$ cat src/design/sector_cache_clock_policy_core_assert.svh
// ----------------------------------------------------------------------------
// sector cache clock policy core assertion macros
// shorthand for the concurrent checks of the top level
// ----------------------------------------------------------------------------
`ifndef SECTOR_CACHE_CLOCK_POLICY_CORE_ASSERT_SVH
`define SECTOR_CACHE_CLOCK_POLICY_CORE_ASSERT_SVH

// same-cycle implication, sampled on clk, off during reset
`define SCCP_ASSERT_IMPLY(lbl, ante, cons, msg) \
	lbl: assert property (@(posedge clk) disable iff (!arst_n) (ante) |-> (cons)) \
		else $error(msg);

// next-cycle implication, sampled on clk, off during reset
`define SCCP_ASSERT_NEXT(lbl, ante, cons, msg) \
	lbl: assert property (@(posedge clk) disable iff (!arst_n) (ante) |=> (cons)) \
		else $error(msg);

`endif

$ cat src/design/sccp_pkg.sv
// ----------------------------------------------------------------------------
// sccp_pkg
// shared types and constants of the sector cache clock policy core
// ----------------------------------------------------------------------------
package sccp_pkg;

	localparam int NUM_SLOTS_DEF = 64;
	localparam int TAG_W         = 32;
	localparam int SLOT_W        = 6;
	localparam int ENTRY_W       = TAG_W + 2;
	localparam int MAX_OUT       = 64;
	localparam int CNT_W         = 7;
	localparam int QUEUE_DEPTH   = 2;

	typedef enum logic [1:0] {
		MODE_READ  = 2'd0,
		MODE_WRITE = 2'd1,
		MODE_FLUSH = 2'd2,
		MODE_NONE  = 2'd3
	} sccp_mode_e;

	typedef enum logic [3:0] {
		ST_CLEAR,
		ST_IDLE,
		ST_LK_RD,
		ST_LK_EV,
		ST_MISS,
		ST_CK_EV,
		ST_FL_RD,
		ST_FL_EV,
		ST_FL_END
	} sccp_state_e;

	typedef struct packed {
		sccp_mode_e        mode;
		logic [TAG_W-1:0]  sector;
	} sccp_item_t;

	typedef struct packed {
		logic clearing;
	} sccp_status_t;

endpackage

$ cat src/design/sccp_ram.sv
// ----------------------------------------------------------------------------
// sccp_ram
// generic single write port, single read port ram with registered read
// ----------------------------------------------------------------------------
module sccp_ram #(
	parameter int WIDTH = 8,
	parameter int DEPTH = 64
) (
	input  logic                     clk,
	input  logic                     we,
	input  logic [$clog2(DEPTH)-1:0] waddr,
	input  logic [WIDTH-1:0]         wdata,
	input  logic                     re,
	input  logic [$clog2(DEPTH)-1:0] raddr,
	output logic [WIDTH-1:0]         rdata
);

	logic [WIDTH-1:0] mem_q [DEPTH];
	logic [WIDTH-1:0] rdata_q;

	always_ff @(posedge clk) begin
		if (we) begin
			mem_q[waddr] <= wdata;
		end
		if (re) begin
			rdata_q <= mem_q[raddr];
		end
	end

	assign rdata = rdata_q;

endmodule

$ cat src/design/sccp_front.sv
// ----------------------------------------------------------------------------
// sccp_front
// input transfer, mode filter and short queue toward the sequencer
// ----------------------------------------------------------------------------
module sccp_front import sccp_pkg::*; (
	input  logic         clk,
	input  logic         arst_n,
	input  logic         in_valid,
	output logic         in_stall,
	input  logic [1:0]   mode,
	input  logic [31:0]  sector,
	input  sccp_status_t status,
	output logic         q_valid,
	output sccp_item_t   q_item,
	input  logic         q_pop
);

	localparam int PW = $clog2(QUEUE_DEPTH);

	sccp_item_t      item_q [QUEUE_DEPTH];
	logic [PW-1:0]   wr_ptr_q;
	logic [PW-1:0]   rd_ptr_q;
	logic [PW:0]     cnt_q;
	logic            full;
	logic            accept;
	logic            push;
	sccp_mode_e      in_mode;

	assign in_mode  = sccp_mode_e'(mode);
	assign full     = (cnt_q == (PW+1)'(QUEUE_DEPTH));
	assign in_stall = full || status.clearing;
	assign accept   = in_valid && !in_stall;
	// unused mode code is dropped here
	assign push     = accept && (in_mode != MODE_NONE);
	assign q_valid  = (cnt_q != '0);
	assign q_item   = item_q[rd_ptr_q];

	always_ff @(posedge clk) begin
		if (push) begin
			item_q[wr_ptr_q] <= '{mode: in_mode, sector: sector};
		end
	end

	always_ff @(posedge clk or negedge arst_n) begin
		if (!arst_n) begin
			wr_ptr_q <= '0;
			rd_ptr_q <= '0;
			cnt_q    <= '0;
		end else begin
			if (push) begin
				wr_ptr_q <= (wr_ptr_q == PW'(QUEUE_DEPTH-1)) ? '0 : wr_ptr_q + 1'b1;
			end
			if (q_pop) begin
				rd_ptr_q <= (rd_ptr_q == PW'(QUEUE_DEPTH-1)) ? '0 : rd_ptr_q + 1'b1;
			end
			cnt_q <= cnt_q + (PW+1)'(push) - (PW+1)'(q_pop);
		end
	end

endmodule

$ cat src/design/sccp_back.sv
// ----------------------------------------------------------------------------
// sccp_back
// slot sequencer: lookup walk, fill, clock sweep, flush walk, result register
// ----------------------------------------------------------------------------
module sccp_back import sccp_pkg::*; #(
	parameter int NUM_SLOTS = NUM_SLOTS_DEF
) (
	input  logic         clk,
	input  logic         arst_n,
	input  logic         q_valid,
	input  sccp_item_t   q_item,
	output logic         q_pop,
	output sccp_status_t status,
	output logic         out_valid,
	input  logic         out_stall,
	output logic         hit,
	output logic [5:0]   slot,
	output logic         fill_needed,
	output logic         writeback_valid,
	output logic [31:0]  writeback_sector,
	output logic         last
);

	localparam int IW = $clog2(NUM_SLOTS);
	localparam int CW = $clog2(NUM_SLOTS + 1);

	sccp_state_e        state_q, state_d;
	logic [CW-1:0]      idx_q, idx_d;
	logic [CW-1:0]      used_q, used_d;
	logic [IW-1:0]      hand_q, hand_d, hand_nxt;
	logic [CNT_W-1:0]   cnt_q, cnt_d;
	logic               pend_q, pend_d;
	logic [IW-1:0]      pend_slot_q, pend_slot_d;
	logic [TAG_W-1:0]   pend_tag_q, pend_tag_d;
	sccp_mode_e         cur_mode_q, cur_mode_d;
	logic [TAG_W-1:0]   cur_sector_q, cur_sector_d;

	logic               ovalid_q, ovalid_d;
	logic               hit_q, hit_d;
	logic [SLOT_W-1:0]  slot_q, slot_d;
	logic               fill_q, fill_d;
	logic               wbv_q, wbv_d;
	logic [TAG_W-1:0]   wbs_q, wbs_d;
	logic               last_q, last_d;

	logic               we, re;
	logic [IW-1:0]      waddr, raddr;
	logic [ENTRY_W-1:0] wdata, rdata;
	logic [TAG_W-1:0]   rd_tag;
	logic               rd_acc, rd_dirty, is_wr, out_free;

	// entry layout: tag, accessed, dirty
	sccp_ram #(.WIDTH(ENTRY_W), .DEPTH(NUM_SLOTS)) u_ram (
		.clk   (clk),
		.we    (we),
		.waddr (waddr),
		.wdata (wdata),
		.re    (re),
		.raddr (raddr),
		.rdata (rdata)
	);

	assign rd_tag   = rdata[ENTRY_W-1:2];
	assign rd_acc   = rdata[1];
	assign rd_dirty = rdata[0];
	assign is_wr    = (cur_mode_q == MODE_WRITE);
	assign out_free = !ovalid_q || !out_stall;
	assign hand_nxt = (hand_q == IW'(NUM_SLOTS-1)) ? '0 : hand_q + 1'b1;

	assign status.clearing = (state_q == ST_CLEAR);

	always_comb begin
		state_d      = state_q;
		idx_d        = idx_q;
		used_d       = used_q;
		hand_d       = hand_q;
		cnt_d        = cnt_q;
		pend_d       = pend_q;
		pend_slot_d  = pend_slot_q;
		pend_tag_d   = pend_tag_q;
		cur_mode_d   = cur_mode_q;
		cur_sector_d = cur_sector_q;
		ovalid_d     = ovalid_q && out_stall;
		hit_d        = hit_q;
		slot_d       = slot_q;
		fill_d       = fill_q;
		wbv_d        = wbv_q;
		wbs_d        = wbs_q;
		last_d       = last_q;
		we           = 1'b0;
		waddr        = idx_q[IW-1:0];
		wdata        = '0;
		re           = 1'b0;
		raddr        = idx_q[IW-1:0];
		q_pop        = 1'b0;

		case (state_q)
			ST_CLEAR: begin
				we = 1'b1;
				if (idx_q == CW'(NUM_SLOTS-1)) begin
					idx_d   = '0;
					state_d = ST_IDLE;
				end else begin
					idx_d = idx_q + 1'b1;
				end
			end
			ST_IDLE: begin
				if (q_valid) begin
					q_pop        = 1'b1;
					cur_mode_d   = q_item.mode;
					cur_sector_d = q_item.sector;
					idx_d        = '0;
					cnt_d        = '0;
					pend_d       = 1'b0;
					state_d      = (q_item.mode == MODE_FLUSH) ? ST_FL_RD : ST_LK_RD;
				end
			end
			ST_LK_RD: begin
				if (idx_q == used_q) begin
					state_d = ST_MISS;
				end else begin
					re      = 1'b1;
					state_d = ST_LK_EV;
				end
			end
			ST_LK_EV: begin
				if (rd_tag == cur_sector_q) begin
					if (out_free) begin
						we       = 1'b1;
						wdata    = {rd_tag, 1'b1, rd_dirty | is_wr};
						ovalid_d = 1'b1;
						hit_d    = 1'b1;
						slot_d   = SLOT_W'(idx_q[IW-1:0]);
						fill_d   = 1'b0;
						wbv_d    = 1'b0;
						wbs_d    = '0;
						last_d   = 1'b1;
						state_d  = ST_IDLE;
					end
				end else begin
					idx_d   = idx_q + 1'b1;
					state_d = ST_LK_RD;
				end
			end
			ST_MISS: begin
				if (used_q != CW'(NUM_SLOTS)) begin
					if (out_free) begin
						we       = 1'b1;
						waddr    = used_q[IW-1:0];
						wdata    = {cur_sector_q, 1'b1, is_wr};
						used_d   = used_q + 1'b1;
						ovalid_d = 1'b1;
						hit_d    = 1'b0;
						slot_d   = SLOT_W'(used_q[IW-1:0]);
						fill_d   = 1'b1;
						wbv_d    = 1'b0;
						wbs_d    = '0;
						last_d   = 1'b1;
						state_d  = ST_IDLE;
					end
				end else begin
					re      = 1'b1;
					raddr   = hand_q;
					state_d = ST_CK_EV;
				end
			end
			ST_CK_EV: begin
				if (rd_acc) begin
					// second chance: drop the mark and look at the next slot
					we      = 1'b1;
					waddr   = hand_q;
					wdata   = {rd_tag, 1'b0, rd_dirty};
					hand_d  = hand_nxt;
					state_d = ST_MISS;
				end else if (out_free) begin
					we       = 1'b1;
					waddr    = hand_q;
					wdata    = {cur_sector_q, 1'b1, is_wr};
					hand_d   = hand_nxt;
					ovalid_d = 1'b1;
					hit_d    = 1'b0;
					slot_d   = SLOT_W'(hand_q);
					fill_d   = 1'b1;
					wbv_d    = rd_dirty;
					wbs_d    = rd_dirty ? rd_tag : '0;
					last_d   = 1'b1;
					state_d  = ST_IDLE;
				end
			end
			ST_FL_RD: begin
				if (idx_q == used_q || cnt_q == CNT_W'(MAX_OUT)) begin
					state_d = ST_FL_END;
				end else begin
					re      = 1'b1;
					state_d = ST_FL_EV;
				end
			end
			ST_FL_EV: begin
				if (!rd_dirty) begin
					idx_d   = idx_q + 1'b1;
					state_d = ST_FL_RD;
				end else if (!pend_q || out_free) begin
					// the held result goes out once a later one is known
					if (pend_q) begin
						ovalid_d = 1'b1;
						hit_d    = 1'b0;
						slot_d   = SLOT_W'(pend_slot_q);
						fill_d   = 1'b0;
						wbv_d    = 1'b1;
						wbs_d    = pend_tag_q;
						last_d   = 1'b0;
					end
					we          = 1'b1;
					wdata       = {rd_tag, rd_acc, 1'b0};
					pend_d      = 1'b1;
					pend_slot_d = idx_q[IW-1:0];
					pend_tag_d  = rd_tag;
					cnt_d       = cnt_q + 1'b1;
					idx_d       = idx_q + 1'b1;
					state_d     = ST_FL_RD;
				end
			end
			ST_FL_END: begin
				if (!pend_q) begin
					state_d = ST_IDLE;
				end else if (out_free) begin
					ovalid_d = 1'b1;
					hit_d    = 1'b0;
					slot_d   = SLOT_W'(pend_slot_q);
					fill_d   = 1'b0;
					wbv_d    = 1'b1;
					wbs_d    = pend_tag_q;
					last_d   = 1'b1;
					pend_d   = 1'b0;
					state_d  = ST_IDLE;
				end
			end
			default: begin
				state_d = ST_IDLE;
			end
		endcase
	end

	always_ff @(posedge clk or negedge arst_n) begin
		if (!arst_n) begin
			state_q  <= ST_CLEAR;
			idx_q    <= '0;
			used_q   <= '0;
			hand_q   <= '0;
			cnt_q    <= '0;
			pend_q   <= 1'b0;
			ovalid_q <= 1'b0;
		end else begin
			state_q  <= state_d;
			idx_q    <= idx_d;
			used_q   <= used_d;
			hand_q   <= hand_d;
			cnt_q    <= cnt_d;
			pend_q   <= pend_d;
			ovalid_q <= ovalid_d;
		end
	end

	always_ff @(posedge clk) begin
		pend_slot_q  <= pend_slot_d;
		pend_tag_q   <= pend_tag_d;
		cur_mode_q   <= cur_mode_d;
		cur_sector_q <= cur_sector_d;
		hit_q        <= hit_d;
		slot_q       <= slot_d;
		fill_q       <= fill_d;
		wbv_q        <= wbv_d;
		wbs_q        <= wbs_d;
		last_q       <= last_d;
	end

	assign out_valid        = ovalid_q;
	assign hit              = hit_q;
	assign slot             = slot_q;
	assign fill_needed      = fill_q;
	assign writeback_valid  = wbv_q;
	assign writeback_sector = wbs_q;
	assign last             = last_q;

endmodule

$ cat src/design/sector_cache_clock_policy_core.sv
// ----------------------------------------------------------------------------
// sector_cache_clock_policy_core
// tag and clock replacement controller for a fully associative sector cache
// ----------------------------------------------------------------------------
// lookup: a hit on slot k walks slots 0 to k, reading and comparing each in turn
// a miss walks all used slots, then steps the clock hand once every slot is in use
// flush: walks every used slot, with one slot ram port read per slot
// throughput: one item in the sequencer at a time, two more wait in the queue
// reset: async, then a clearing pass over all NUM_SLOTS slots with in_stall held high
`include "sector_cache_clock_policy_core_assert.svh"

module sector_cache_clock_policy_core import sccp_pkg::*; #(
	parameter int NUM_SLOTS = NUM_SLOTS_DEF
) (
	input  logic        clk,
	input  logic        arst_n,
	// input channel
	input  logic        in_valid,
	output logic        in_stall,
	input  logic [1:0]  mode,
	input  logic [31:0] sector,
	// result channel
	output logic        out_valid,
	input  logic        out_stall,
	output logic        hit,
	output logic [5:0]  slot,
	output logic        fill_needed,
	output logic        writeback_valid,
	output logic [31:0] writeback_sector,
	output logic        last
);

	// queue between front and sequencer
	logic         q_valid;
	logic         q_pop;
	sccp_item_t   q_item;
	sccp_status_t status;

	// front: takes a transfer, drops the unused mode, queues the rest
	sccp_front u_front (
		.clk      (clk),
		.arst_n   (arst_n),
		.in_valid (in_valid),
		.in_stall (in_stall),
		.mode     (mode),
		.sector   (sector),
		.status   (status),
		.q_valid  (q_valid),
		.q_item   (q_item),
		.q_pop    (q_pop)
	);

	// back: walks the slot ram for lookup, clock sweep and flush,
	// and owns the result register so it can run ahead of a stalled sink
	sccp_back #(.NUM_SLOTS(NUM_SLOTS)) u_back (
		.clk              (clk),
		.arst_n           (arst_n),
		.q_valid          (q_valid),
		.q_item           (q_item),
		.q_pop            (q_pop),
		.status           (status),
		.out_valid        (out_valid),
		.out_stall        (out_stall),
		.hit              (hit),
		.slot             (slot),
		.fill_needed      (fill_needed),
		.writeback_valid  (writeback_valid),
		.writeback_sector (writeback_sector),
		.last             (last)
	);

	// no input transfer while the slot ram is being cleared
	`SCCP_ASSERT_IMPLY(a_clear_stalls, status.clearing, in_stall, "transfer during clear")
	// a hit never asks for a fill or write-back
	`SCCP_ASSERT_IMPLY(a_hit_clean, out_valid && hit, !fill_needed && !writeback_valid, "hit with fill")
	// every result that is neither hit nor fill is a flush write-back
	`SCCP_ASSERT_IMPLY(a_flush_wb, out_valid && !hit && !fill_needed, writeback_valid, "empty result")
	// nothing comes out while clearing
	`SCCP_ASSERT_NEXT(a_clear_quiet, status.clearing && !out_valid, !out_valid, "result during clear")

endmodule

$ cat config.mk
export PLATFORM = sky130hd
export DESIGN_NAME = sector_cache_clock_policy_core
export DESIGN_NICKNAME = d
export VERILOG_FILES = /design/src/design/sccp_pkg.sv /design/src/design/sccp_ram.sv /design/src/design/sccp_front.sv /design/src/design/sccp_back.sv /design/src/design/sector_cache_clock_policy_core.sv
export VERILOG_INCLUDE_DIRS = /design/src /design/src/design
export SDC_FILE = /design/constraint.sdc
export NUM_CORES = 2
export LEC_CHECK = 0
export ABC_AREA = 1
export BUFFER_PORTS_ARGS = -buffer_cell sky130_fd_sc_hd__buf_4
export CAP_MARGIN = 0
export CORE_ASPECT_RATIO = 1.75
export CORE_UTILIZATION = 35
export DETAILED_ROUTE_END_ITERATION = 10
export SLEW_MARGIN = 30
export SYNTH_ARGS = -nofsm -noshare
export SYNTH_HDL_FRONTEND = slang
export SYNTH_SLANG_ARGS = --single-unit
$ cat constraint.sdc
create_clock -name clk -period 5.91 [get_ports clk]
set_clock_uncertainty 0.05 [all_clocks]
set_input_delay 0.8865 -clock clk [delete_from_list [all_inputs] [get_ports clk]]
set_output_delay 0.8865 -clock clk [all_outputs]
set_load 0.01 [all_outputs]
==> results.json <==
{
  "status": "finished clean",
  "finalWorstPathRequiredPeriod_ns": 4.76,
  "mostFrequentLayoutCells": "sky130_fd_sc_hd__edfxtp_1, sky130_fd_sc_hd__nand3_1, sky130_fd_sc_hd__nand2_1",
  "synth_cell_types": 51,
  "grt_pass1_vias": 69791,
  "cts.clk_slew.worst_paths_ns": 0.07,
  "timing.critical_path.to_type": "register",
  "slew_viol_final": 0,
  "htree_num_levels": 4,
  "grt-ovfl-total": 0,
  "maxSlewHeadroom": 0.319,
  "drt_iter0_drc": 7045,
  "clock_insertion_delay_worst_skew_ns": 0.88,
  "ir_drop_uv": 447,
  "critPathMaxFanout": 65,
  "cts.path.max_buffers": 4,
  "grt_first_pass_wirelength_um": 450000,
  "max_freq_ghz": 0.210,
  "detail_route.first_pass.iterations": 6,
  "cts_inserted_buffers": 205,
  "regToRegStartpoint": "u_back.used_q[1]",
  "timing_worst_slew_pin_value_ns": 1.02,
  "initial_antenna_violation_count": 5,
  "pre_cts_ws_ns": 1.23,
  "num_rows": 267,
  "max_cap_viol_count": 0,
  "cp_data_arrival_time_ns": 5.38,
  "leakagePower_nw": 48.9,
  "totalNegativeSetupSlack_ns": 0,
  "via_cell_ratio": 5.03,
  "grt_start_max_net_pins": 148,
  "ys_warn_count": 0,
  "min_path_type": "primary input to register",
  "die_h_um": 732,
  "synthFlopType": "sky130_fd_sc_hd__edfxtp_1",
  "tritoncts": "done",
  "setup_repair_after_global_routing_missed_its_margin": "no",
  "crit_path_end": "u_back.u_ram.rdata[24]",
  "fp.dieArea_um2": 307000,
  "worstSetupStartpoint": "u_back.used_q[1]",
  "port_buffers": 81,
  "gpl.final_weighted_congestion": 0.897,
  "cp.required_ns": 6.53,
  "postSynthNetCount": 10036,
  "finish.utilization": 0.394,
  "rrSetupSlack_ns": 1.15,
  "finish.net_count": 9992,
  "num_io_pins": 82,
  "synthCells": 9990,
  "final_critical_path_setup_slack_ns": 1.15,
  "criticalPathCategory": "register to register",
  "ctsResizeCount": 0,
  "part_of_the_yosys_area_used_for_sequential_elements": 0.683,
  "setup_violations": 0,
  "dr_total_vias": 71109,
  "syn_area_um2": 107000,
  "finalHoldViolations": 0,
  "setup.worst_path.start_class": "register",
  "syn-mean-instance-area_um2": 10.7,
  "drt-wirelength-per-cell_um": 21.5,
  "period_share": 0.806,
  "detailed_place_hpwl_um": 185000,
  "async_reset_ff_frac": 0.0152,
  "track_usage": 0.195,
  "detail_route.drc_violations": 0,
  "area_delta_synth_final_pct": 11.8,
  "total_power_w": 0.0531,
  "clock_tree.root_cell": "sky130_fd_sc_hd__clkbuf_16",
  "capture_point_of_the_worst_reg_to_reg_path": "u_back.u_ram.rdata[24]",
  "wl_um": 305000,
  "initial_utilization": 0.352,
  "power-per-cell-area_nw_per_um2": 446,
  "post_route_cells_drive_above_1_share": 0.0749,
  "worst_r2r_path_depth": 15,
  "coreArea_um2": 302000,
  "clkSinkCount": 2429,
  "chipWidth_um": 419,
  "synth_edf_count": 2392,
  "count_of_antenna_violating_nets_left_after_detailed_routing": 0,
  "final_common_cell": "sky130_fd_sc_hd__edfxtp_1",
  "register_bit_count_reported_by_yosys": 2429
}
## synth_stat cells (4+ instances only)
cell	number	area share
sky130_fd_sc_hd__nor3b_1	4	0.00028
sky130_fd_sc_hd__nand3b_1	205	0.014
sky130_fd_sc_hd__o211ai_1	4	0.00028
sky130_fd_sc_hd__o31ai_1	5	0.00035
sky130_fd_sc_hd__nor2_4	4	0.00042
sky130_fd_sc_hd__a22o_1	20	0.0016
sky130_fd_sc_hd__nand3_1	2265	0.11
sky130_fd_sc_hd__buf_4	73	0.0051
sky130_fd_sc_hd__nand2_4	4	0.00042
sky130_fd_sc_hd__buf_6	22	0.0023
sky130_fd_sc_hd__mux2_2	32	0.0034
sky130_fd_sc_hd__inv_2	8	0.00028
sky130_fd_sc_hd__nand4_1	14	0.00082
sky130_fd_sc_hd__xor2_1	18	0.0015
sky130_fd_sc_hd__a21oi_1	23	0.0011
sky130_fd_sc_hd__clkbuf_1	132	0.0046
sky130_fd_sc_hd__inv_1	1968	0.069
sky130_fd_sc_hd__buf_2	276	0.013
sky130_fd_sc_hd__o21ai_0	40	0.0019
sky130_fd_sc_hd__edfxtp_1	2392	0.67
sky130_fd_sc_hd__o22ai_1	5	0.00029
sky130_fd_sc_hd__o21ai_1	5	0.00023
sky130_fd_sc_hd__nor2_2	7	0.00041
sky130_fd_sc_hd__ha_1	8	0.00094
sky130_fd_sc_hd__nor3_1	15	0.00070
sky130_fd_sc_hd__buf_1	39	0.0014
sky130_fd_sc_hd__xnor2_1	22	0.0018
sky130_fd_sc_hd__nor2_1	103	0.0036
sky130_fd_sc_hd__nand2_1	2203	0.078
sky130_fd_sc_hd__dfrtp_1	37	0.0087
## stage by stage
step	hold WS (ns)	cell area, µm²	instances
floorplan	0.373	107000	9990
global placement	0.414	112000	13767
detailed placement	0.419	112000	13770
CTS	0.0923	119000	14139
global route	0.143	119000	14144
finish	0.151	119000	14144
## sequential cells by signal, indices dropped and copies added (netlist names), 4 cells and up
| name | cells |
|---|---|
| u_back.idx_q | 7 |
| u_back.state_q | 4 |
| u_front.item_q | 68 |
| u_back.writeback_sector | 32 |
| u_back.pend_tag_q | 32 |
| u_back.slot | 6 |
| u_back.u_ram.rdata | 34 |
| u_back.cur_sector_q | 32 |
| u_back.used_q | 7 |
| u_back.cnt_q | 7 |
| u_back.pend_slot_q | 6 |
| u_back.hand_q | 6 |
| u_back.u_ram.mem_q | 2176 |
## area by class of cell
class | count | area, µm²
Clock inverter | 123 | 1480
Clock buffer | 245 | 5370
Timing Repair Buffer | 291 | 2850
Tap cell | 4035 | 5050
Sequential cell | 2429 | 72800
Fill cell | 28606 | 183000
Antenna cell | 2 | 5.00
Multi-Input combinational cell | 5039 | 24100
Inverter | 1980 | 7500
## critical path: stages (launching register included)
cell	delay, ns
sky130_fd_sc_hd__dfrtp_1	0.42
sky130_fd_sc_hd__inv_1	0.16
sky130_fd_sc_hd__ha_1	0.19
sky130_fd_sc_hd__nand2_1	0.06
sky130_fd_sc_hd__nor2_1	0.30
sky130_fd_sc_hd__nand2_4	0.13
sky130_fd_sc_hd__nand2_4	0.62
sky130_fd_sc_hd__nand2_8	0.68
sky130_fd_sc_hd__buf_4	0.55
sky130_fd_sc_hd__nand2_1	0.12
sky130_fd_sc_hd__nand3_1	0.10
sky130_fd_sc_hd__nand3_1	0.15
sky130_fd_sc_hd__nand3_1	0.09
sky130_fd_sc_hd__nand3_1	0.21
sky130_fd_sc_hd__nand3_1	0.28
sky130_fd_sc_hd__nand2_1	0.35
## kinds of logic (layout without fill, tap and decap cells)
family	after synthesis	after routing	share of synthesized area
XOR/XNOR	40	40	0.00329
buffers and inverters	2522	2639	0.0962
other	0	2	0
flip-flops	2429	2429	0.683
AND/OR/NAND/NOR	4837	4837	0.206
AO/OA/AOI/OAI	122	122	0.00735
multiplexers	32	32	0.00338
adder cells (fa/ha/maj)	8	8	0.000939
## report_power, final
part           switching (W)  internal (W)  leakage (nW)
Clock                0.00623       0.00796          3.33
Combinational         0.0129       0.00457          22.7
Sequential          0.000534        0.0209          22.9
Total                 0.0197        0.0335          48.9
## timing repair
action / CTS / global route
hold endpoints to repair: 37 / 0
hold buffers: 1 / 0
setup buffers: 0 / 0
## worst min-delay path by stage
stage                           startpoint                    end  slack, ns  cells past startpoint
finish                          sector[20]  u_front.item_q[1][20]       0.15                      1
global route                    sector[20]  u_front.item_q[1][20]       0.14                      1
detailed placement   u_back.u_ram.rdata[5]   u_back.pend_tag_q[3]       0.42                      0
CTS                             sector[20]  u_front.item_q[1][20]       0.09                      1
floorplan                  u_back.idx_q[2]  u_back.pend_slot_q[2]       0.37                      0
global placement    u_back.u_ram.rdata[19]  u_back.pend_tag_q[17]       0.41                      0
## routing by layer
metal | track usage | part of all wire | vias up
met2 | 0.363 | 0.53 | 2832
met5 | 0 | 0.000043 | -
met3 | 0.0222 | 0.059 | 751
li1 | - | - | 32785
met4 | 0.0998 | 0.054 | 2
met1 | 0.215 | 0.35 | 34739
Note: power is estimated with default switching activity, not from simulation.
